**src/rtl/rxd_pkg.sv**
```systemverilog
package rxd_pkg;

  // Lane geometry
  localparam int unsigned LaneCount = 8;
  localparam int unsigned LaneWidth = 32;
  localparam int unsigned LaneIdxW  = 3;
  localparam int unsigned RotLeft   = 7;

  typedef logic [LaneWidth-1:0] lane_t;
  typedef lane_t [LaneCount-1:0] lane_set_t;

  // Start words loaded after reset and after every digest
  localparam lane_set_t StartWords = '{
    32'h5be0cd19, 32'h1f83d9ab, 32'h9b05688c, 32'h510e527f,
    32'ha54ff53a, 32'h3c6ef372, 32'hbb67ae85, 32'h6a09e667
  };

  localparam logic [LaneIdxW-1:0] LastWordNum = LaneIdxW'(LaneCount - 1);

  // Input transfer payload
  typedef struct packed {
    logic [7:0] data_byte;
    logic       final_byte;
  } in_t;

  // Output transfer payload
  typedef struct packed {
    logic [31:0]         digest_word;
    logic [LaneIdxW-1:0] word_number;
    logic                last_word;
  } out_t;

  // Handshake between the absorb stage and the digest buffer
  typedef struct packed {
    logic load;
    logic ready;
  } buf_ctrl_t;

endpackage

```
**src/rtl/rxd_lane_mix.sv**
```systemverilog
// Absorbs one byte into all eight lanes.
module rxd_lane_mix (
  input  rxd_pkg::lane_set_t lanes_i,
  input  logic [31:0]        position_i,
  input  logic [7:0]         data_byte_i,
  output rxd_pkg::lane_set_t lanes_o,
  output logic [31:0]        position_o
);

  logic [31:0] tag;

  assign tag        = position_i + 32'd1;
  assign position_o = tag;

  // Mixing value walks through the lanes in order
  always_comb begin
    logic [31:0] mix;
    logic [31:0] x;
    mix = {24'd0, data_byte_i};
    for (int unsigned k = 0; k < rxd_pkg::LaneCount; k++) begin
      x          = lanes_i[k] ^ mix;
      x          = {x[31-rxd_pkg::RotLeft:0], x[31:32-rxd_pkg::RotLeft]};
      lanes_o[k] = x ^ tag;
      mix        = {mix[30:0], 1'b0} ^ {7'd0, mix[31:7]};
    end
  end

endmodule

```
**src/rtl/rxd_digest_buf.sv**
```systemverilog
// Holds one finished digest and shifts it out a word per transfer.
module rxd_digest_buf (
  input  logic                 clk_i,
  input  logic                 rst_ni,
  input  rxd_pkg::lane_set_t   words_i,
  input  rxd_pkg::buf_ctrl_t   ctrl_i,
  output rxd_pkg::buf_ctrl_t   ctrl_o,
  output logic                 out_valid_o,
  input  logic                 out_stall_i,
  output rxd_pkg::out_t        out_data_o
);

  rxd_pkg::lane_set_t                words_q, words_d;
  logic [rxd_pkg::LaneIdxW-1:0]      cnt_q, cnt_d;
  logic                              valid_q, valid_d;
  logic                              xfer;
  logic                              last;

  assign last = (cnt_q == rxd_pkg::LastWordNum);
  assign xfer = valid_q && !out_stall_i;

  // Free now, or freeing on this transfer of the last word
  assign ctrl_o.ready = !valid_q || (xfer && last);
  assign ctrl_o.load  = ctrl_i.load;

  always_comb begin
    words_d = words_q;
    cnt_d   = cnt_q;
    valid_d = valid_q;
    if (ctrl_i.load) begin
      words_d = words_i;
      cnt_d   = '0;
      valid_d = 1'b1;
    end else if (xfer) begin
      if (last) begin
        valid_d = 1'b0;
      end else begin
        for (int unsigned k = 0; k < rxd_pkg::LaneCount - 1; k++) begin
          words_d[k] = words_q[k+1];
        end
        cnt_d = cnt_q + 1'b1;
      end
    end
  end

  always_ff @(posedge clk_i or negedge rst_ni) begin
    if (!rst_ni) begin
      valid_q <= 1'b0;
      cnt_q   <= '0;
    end else begin
      valid_q <= valid_d;
      cnt_q   <= cnt_d;
    end
  end

  // Payload, no reset
  always_ff @(posedge clk_i) begin
    words_q <= words_d;
  end

  assign out_valid_o            = valid_q;
  assign out_data_o.digest_word = words_q[0];
  assign out_data_o.word_number = cnt_q;
  assign out_data_o.last_word   = last;

endmodule

```
**src/rtl/rotate_xor_byte_digest.sv**
```systemverilog
// Byte-stream digest with eight 32-bit lanes. Takes one message byte per
// cycle unless stalled; the byte is registered and absorbed into the lanes
// in the next cycle by a single pass of XOR and rotate logic. The byte
// flagged final hands the eight lanes to an output buffer and restarts the
// lanes, so the next message can start in the following cycle. The digest
// leaves as eight transfers, word 0 first, once the final byte has loaded
// the buffer. The output buffer holds one digest: a final byte stalls the
// input only while the previous digest has not fully drained, so messages
// shorter than eight bytes are limited by the eight-word output rate.
module rotate_xor_byte_digest (
  input  logic           clk_i,
  input  logic           rst_ni,
  input  logic           in_valid_i,
  output logic           in_stall_o,
  input  rxd_pkg::in_t   in_data_i,
  output logic           out_valid_o,
  input  logic           out_stall_i,
  output rxd_pkg::out_t  out_data_o
);

  rxd_pkg::in_t        in_q;
  logic                in_valid_q, in_valid_d;
  rxd_pkg::lane_set_t  lanes_q, lanes_d, lanes_next;
  logic [31:0]         pos_q, pos_d, pos_next;
  rxd_pkg::buf_ctrl_t  buf_req, buf_sts;
  logic                in_xfer;
  logic                consume;

  // Input register drains unless a final byte meets a busy buffer
  assign consume    = in_valid_q && (!in_q.final_byte || buf_sts.ready);
  assign in_stall_o = in_valid_q && !consume;
  assign in_xfer    = in_valid_i && !in_stall_o;

  assign in_valid_d = in_xfer ? 1'b1 : (consume ? 1'b0 : in_valid_q);

  always_ff @(posedge clk_i or negedge rst_ni) begin
    if (!rst_ni) begin
      in_valid_q <= 1'b0;
    end else begin
      in_valid_q <= in_valid_d;
    end
  end

  always_ff @(posedge clk_i) begin
    if (in_xfer) begin
      in_q <= in_data_i;
    end
  end

  // Lane update
  rxd_lane_mix u_mix (
    .lanes_i     (lanes_q),
    .position_i  (pos_q),
    .data_byte_i (in_q.data_byte),
    .lanes_o     (lanes_next),
    .position_o  (pos_next)
  );

  always_comb begin
    lanes_d = lanes_q;
    pos_d   = pos_q;
    if (consume) begin
      if (in_q.final_byte) begin
        lanes_d = rxd_pkg::StartWords;
        pos_d   = '0;
      end else begin
        lanes_d = lanes_next;
        pos_d   = pos_next;
      end
    end
  end

  always_ff @(posedge clk_i or negedge rst_ni) begin
    if (!rst_ni) begin
      lanes_q <= rxd_pkg::StartWords;
      pos_q   <= '0;
    end else begin
      lanes_q <= lanes_d;
      pos_q   <= pos_d;
    end
  end

  // Digest output buffer
  assign buf_req.load  = consume && in_q.final_byte;
  assign buf_req.ready = 1'b0;

  rxd_digest_buf u_buf (
    .clk_i       (clk_i),
    .rst_ni      (rst_ni),
    .words_i     (lanes_next),
    .ctrl_i      (buf_req),
    .ctrl_o      (buf_sts),
    .out_valid_o (out_valid_o),
    .out_stall_i (out_stall_i),
    .out_data_o  (out_data_o)
  );

  // Digest words leave in order without gaps in numbering
  a_word_order: assert property (@(posedge clk_i) disable iff (!rst_ni)
    out_valid_o && !out_stall_i && !out_data_o.last_word |=>
      out_valid_o && out_data_o.word_number == $past(out_data_o.word_number) + 1'b1)
    else $error("digest word order broken");

  // A non-final byte never waits on the output side
  a_no_stall_mid: assert property (@(posedge clk_i) disable iff (!rst_ni)
    in_valid_q && !in_q.final_byte |-> !in_stall_o)
    else $error("non-final byte stalled");

  // State restarts after a final byte
  a_restart: assert property (@(posedge clk_i) disable iff (!rst_ni)
    consume && in_q.final_byte |=> pos_q == '0 && lanes_q == rxd_pkg::StartWords)
    else $error("state not restarted after digest");

  // A new digest starts at word zero
  a_first_word: assert property (@(posedge clk_i) disable iff (!rst_ni)
    buf_req.load |=> out_valid_o && out_data_o.word_number == '0)
    else $error("digest does not start at word zero");

endmodule
```
**config.mk**
```make
export PLATFORM = sky130hd
export DESIGN_NAME = rotate_xor_byte_digest
export DESIGN_NICKNAME = d
export VERILOG_FILES = /design/src/rtl/rxd_pkg.sv /design/src/rtl/rxd_lane_mix.sv /design/src/rtl/rxd_digest_buf.sv /design/src/rtl/rotate_xor_byte_digest.sv
export SDC_FILE = /design/constraint.sdc
export NUM_CORES = 1
export LEC_CHECK = 0
export BUFFER_PORTS_ARGS = -buffer_cell sky130_fd_sc_hd__buf_2
export CORE_AREA = 3 3 302 185
export DETAILED_ROUTE_END_ITERATION = 10
export DIE_AREA = 0 0 305 188
export PLACE_DENSITY_LB_ADDON = 0.05
export SYNTH_ARGS = -nofsm -noshare
export SYNTH_HDL_FRONTEND = slang
export SYNTH_SLANG_ARGS = --single-unit
```
**constraint.sdc**
```tcl
create_clock -name clk_i -period 7.1 [get_ports clk_i]
set_input_delay 1.42 -clock clk_i [delete_from_list [all_inputs] [get_ports clk_i]]
set_output_delay 1.42 -clock clk_i [all_outputs]
set_load 0.05 [all_outputs]
```
==> metrics <==
MaxCap Viol Count 0; RSZ-0062 raised after global routing false; status complete, no violations; DRT antenna net count 0; H-tree Lvls 2; Area Overhead vs Synth 9.32%; R2R depth 6; CP required 7.53 ns; fin crit period 3.82 ns; first-pass GRT wire length 104,000 um; family with the most delay on the worst path simple AND/OR/NAND/NOR gates; worst hold path type flop to flop; fin crit share 53.9%; Post-Synthesis Mean Instance Area 11.7 um^2; # DRC 0; # resized after CTS 0; clk slew on worst S/H paths 0.06 ns; Yosys reg bits 558; Top FF cell, synth edfxtp_1; Clock Path Buffers 3; initial antenna violation count 0; clock latency on the worst-skew pair 0.60 ns; # IOs 51; row count 66; most frequent cells in the layout nand2_1 (373), o21ai_0 (300), edfxtp_1 (265); CTS tree yes; CP bufs+invs 0; share of cells above drive strength 1 14.1%; Total GRT Usage 23.7%; Clock Sinks 558; Final Setup Violations 0; Root Driver clkbuf_16; DPL Wire Length 39,400 um; Iteration-0 DRC Markers ~1.3k; Hold Buf Count CTS 0; commonest non-fill, non-tap cell in the layout nand2_1; Core Box Area 53,600 um^2; Final Total Pwr 13.8 mW; Worst Max-Slew Pin Slew 1.20 ns; Slew Viols, Final 0; critical path's largest stage delay 0.86 ns; Slew HR 20.0%; syn nets 2,289; Reg-to-Reg End u_buf.out_data_o[32]; diode count 0; worst flop-to-flop path startpoint pos_q[0]; vias in the first global route 16.2k; via count around 16k; Cells after Synth about 2.3k; CP cell instances ha_1, nand3_1, or4_1, nor4_4, xnor3_1, o21ai_1; critical path launch point type flop; nets@finish 2,248; grt ovf 0; post-CTS setup buffer count 0; Worst path slowest cell nor4_4; Initial Utilization 49.4%; clock buffer count from CTS 54; asr flop ratio synth between 50% and 60%; Levels on crit path 6; Setup crit start pos_q[0]; fill cell count 4,608; Synth Warn # 0; Lkg Pwr 12.0 nW; final wirelength around 67,000 um; number of flops mapped to enable cells by yosys ~270; Chip Width 305 um; worst reg-to-reg setup slack 3.28 ns; multi-input logic area around 10,000 um^2; CP endpoint kind flop; worst-path fanout max 13; Die ar. 57,300 um^2; CP Capture Point u_buf.out_data_o[32]; Final TNS setup 0 ns; vias per cell around 5.5; cell area after synthesis 26,500 um^2; FF+latch area between 15,000 and 20,000 um^2; fmax 0.261 GHz; Port Buffers 50; Pwr Density 475 nW/um^2; unique cell type count in the Yosys netlist 48; Setup CP Type flop to flop; largest net degree at the start of global routing 187; Seq/Total Area, Yosys 58.4%; clock skew 0.0181 ns; crit path DAT 4.25 ns; Hold Vio Cnt, Final 0; Die Y 188 um; gpl congestion roughly 0.80; DRT Pass-1 Iters 5; peak supply drop 415 uV; WL/cell roughly 22 um
[state kept, by name (all words and copies together), names as in the netlist]
register           cells
lanes_q              256
u_buf.words_q        224
pos_q                 32
u_buf.out_data_o      32
in_q                   9
u_buf.cnt_q            3
in_valid_q             1
u_buf.out_valid_o      1
[cell type report]
type                       count  area share [%]
sequential                   558            53.4
multi-input combinational   1510            35.2
clock buffer                  91            5.68
tap                          714            3.08
timing repair buffer          89            2.17
clock inverter                11           0.285
inverter                      19           0.246
[worst reg2reg max path, stage by stage, from the launching register on]
cell     delay, ns
dfrtp_1       0.78
ha_1          0.39
nand3_1       0.26
or4_1         0.83
nor4_4        0.86
xnor3_1       0.35
o21ai_1       0.19
[synthesized netlist by cell type (4+ instances only)]
master / n / share of area, %
nor4_1: 7 / 0.17
clkbuf_1: 128 / 1.8
a22o_1: 11 / 0.36
o21ai_1: 57 / 1.1
nor2b_1: 7 / 0.17
o21ai_0: 300 / 5.7
xnor2_1: 198 / 6.5
o31ai_1: 11 / 0.31
nand4_1: 11 / 0.26
xnor3_1: 104 / 8.8
inv_1: 18 / 0.26
nand3_1: 14 / 0.26
dfstp_2: 136 / 13
buf_1: 14 / 0.20
o22a_1: 9 / 0.30
nor2_1: 150 / 2.1
nor3_1: 9 / 0.17
edfxtp_1: 265 / 30
nor4_4: 4 / 0.32
nand2_1: 374 / 5.3
xor2_1: 66 / 2.2
mux2i_1: 13 / 0.49
buf_2: 9 / 0.17
dfrtp_1: 157 / 15
a31oi_1: 13 / 0.31
buf_4: 35 / 0.99
a21oi_1: 118 / 2.2
[metrics by stage]
stage | hold slack, ns | util (%) | cell area, um^2 | cells | setup slack (ns)
floorplan | 0.458 | - | 26500 | 2273 | 0.887
global placement | 0.472 | 50.8 | 27200 | 2890 | 2.78
detailed placement | 0.482 | 50.8 | 27200 | 2890 | 2.75
CTS | 0.496 | 54.0 | 29000 | 2992 | 3.27
global route | 0.515 | 54.0 | 29000 | 2992 | 3.06
finish | 0.493 | 54.0 | 29000 | 2992 | 3.28
[power breakdown]
part	total (mW)	switching (mW)	internal [mW]	leakage, nW
Combinational	4.76	2.75	2.01	5.20
Sequential	6.14	0.862	5.28	5.97
Clock	2.85	1.25	1.61	0.845
[logic make-up (layout without fill, tap and decap cells)]
kind of cell | count (synthesis) | after routing | share of synthesized area [%]
AOI/OAI and AO/OA | 524 | 524 | 10.4
and+or+nand+nor | 601 | 601 | 9.55
adders and majority gates | 3 | 3 | 0.142
DFF | 558 | 558 | 58.4
buffers and inverters | 205 | 210 | 3.44
muxes | 14 | 14 | 0.534
xor gates and xnor gates | 368 | 368 | 17.6
[how the worst min path moves through the flow]
stage | to | depth (start not counted) | from
after detailed placement | lanes_q[225] | 2 | lanes_q[225]
after global routing | lanes_q[224] | 2 | lanes_q[224]
final | lanes_q[225] | 2 | lanes_q[225]
after CTS | lanes_q[225] | 2 | lanes_q[225]
after floorplan | lanes_q[226] | 2 | lanes_q[226]
after global placement | lanes_q[224] | 2 | lanes_q[224]
[metal layers]
metal / GRT usage [%] / up-vias / routed length (um) / part of all wire [%]
li1: - / 7709 / - / -
met1: 38.6 / 8295 / 33900 / 51
met2: 33.0 / 409 / 27500 / 41
met3: 4.05 / 73 / 4280 / 6.4
met4: 4.75 / 0 / 1090 / 1.6
met5: 0 / - / 0 / 0
No activity file was read; power rests on OpenSTA's default activity.
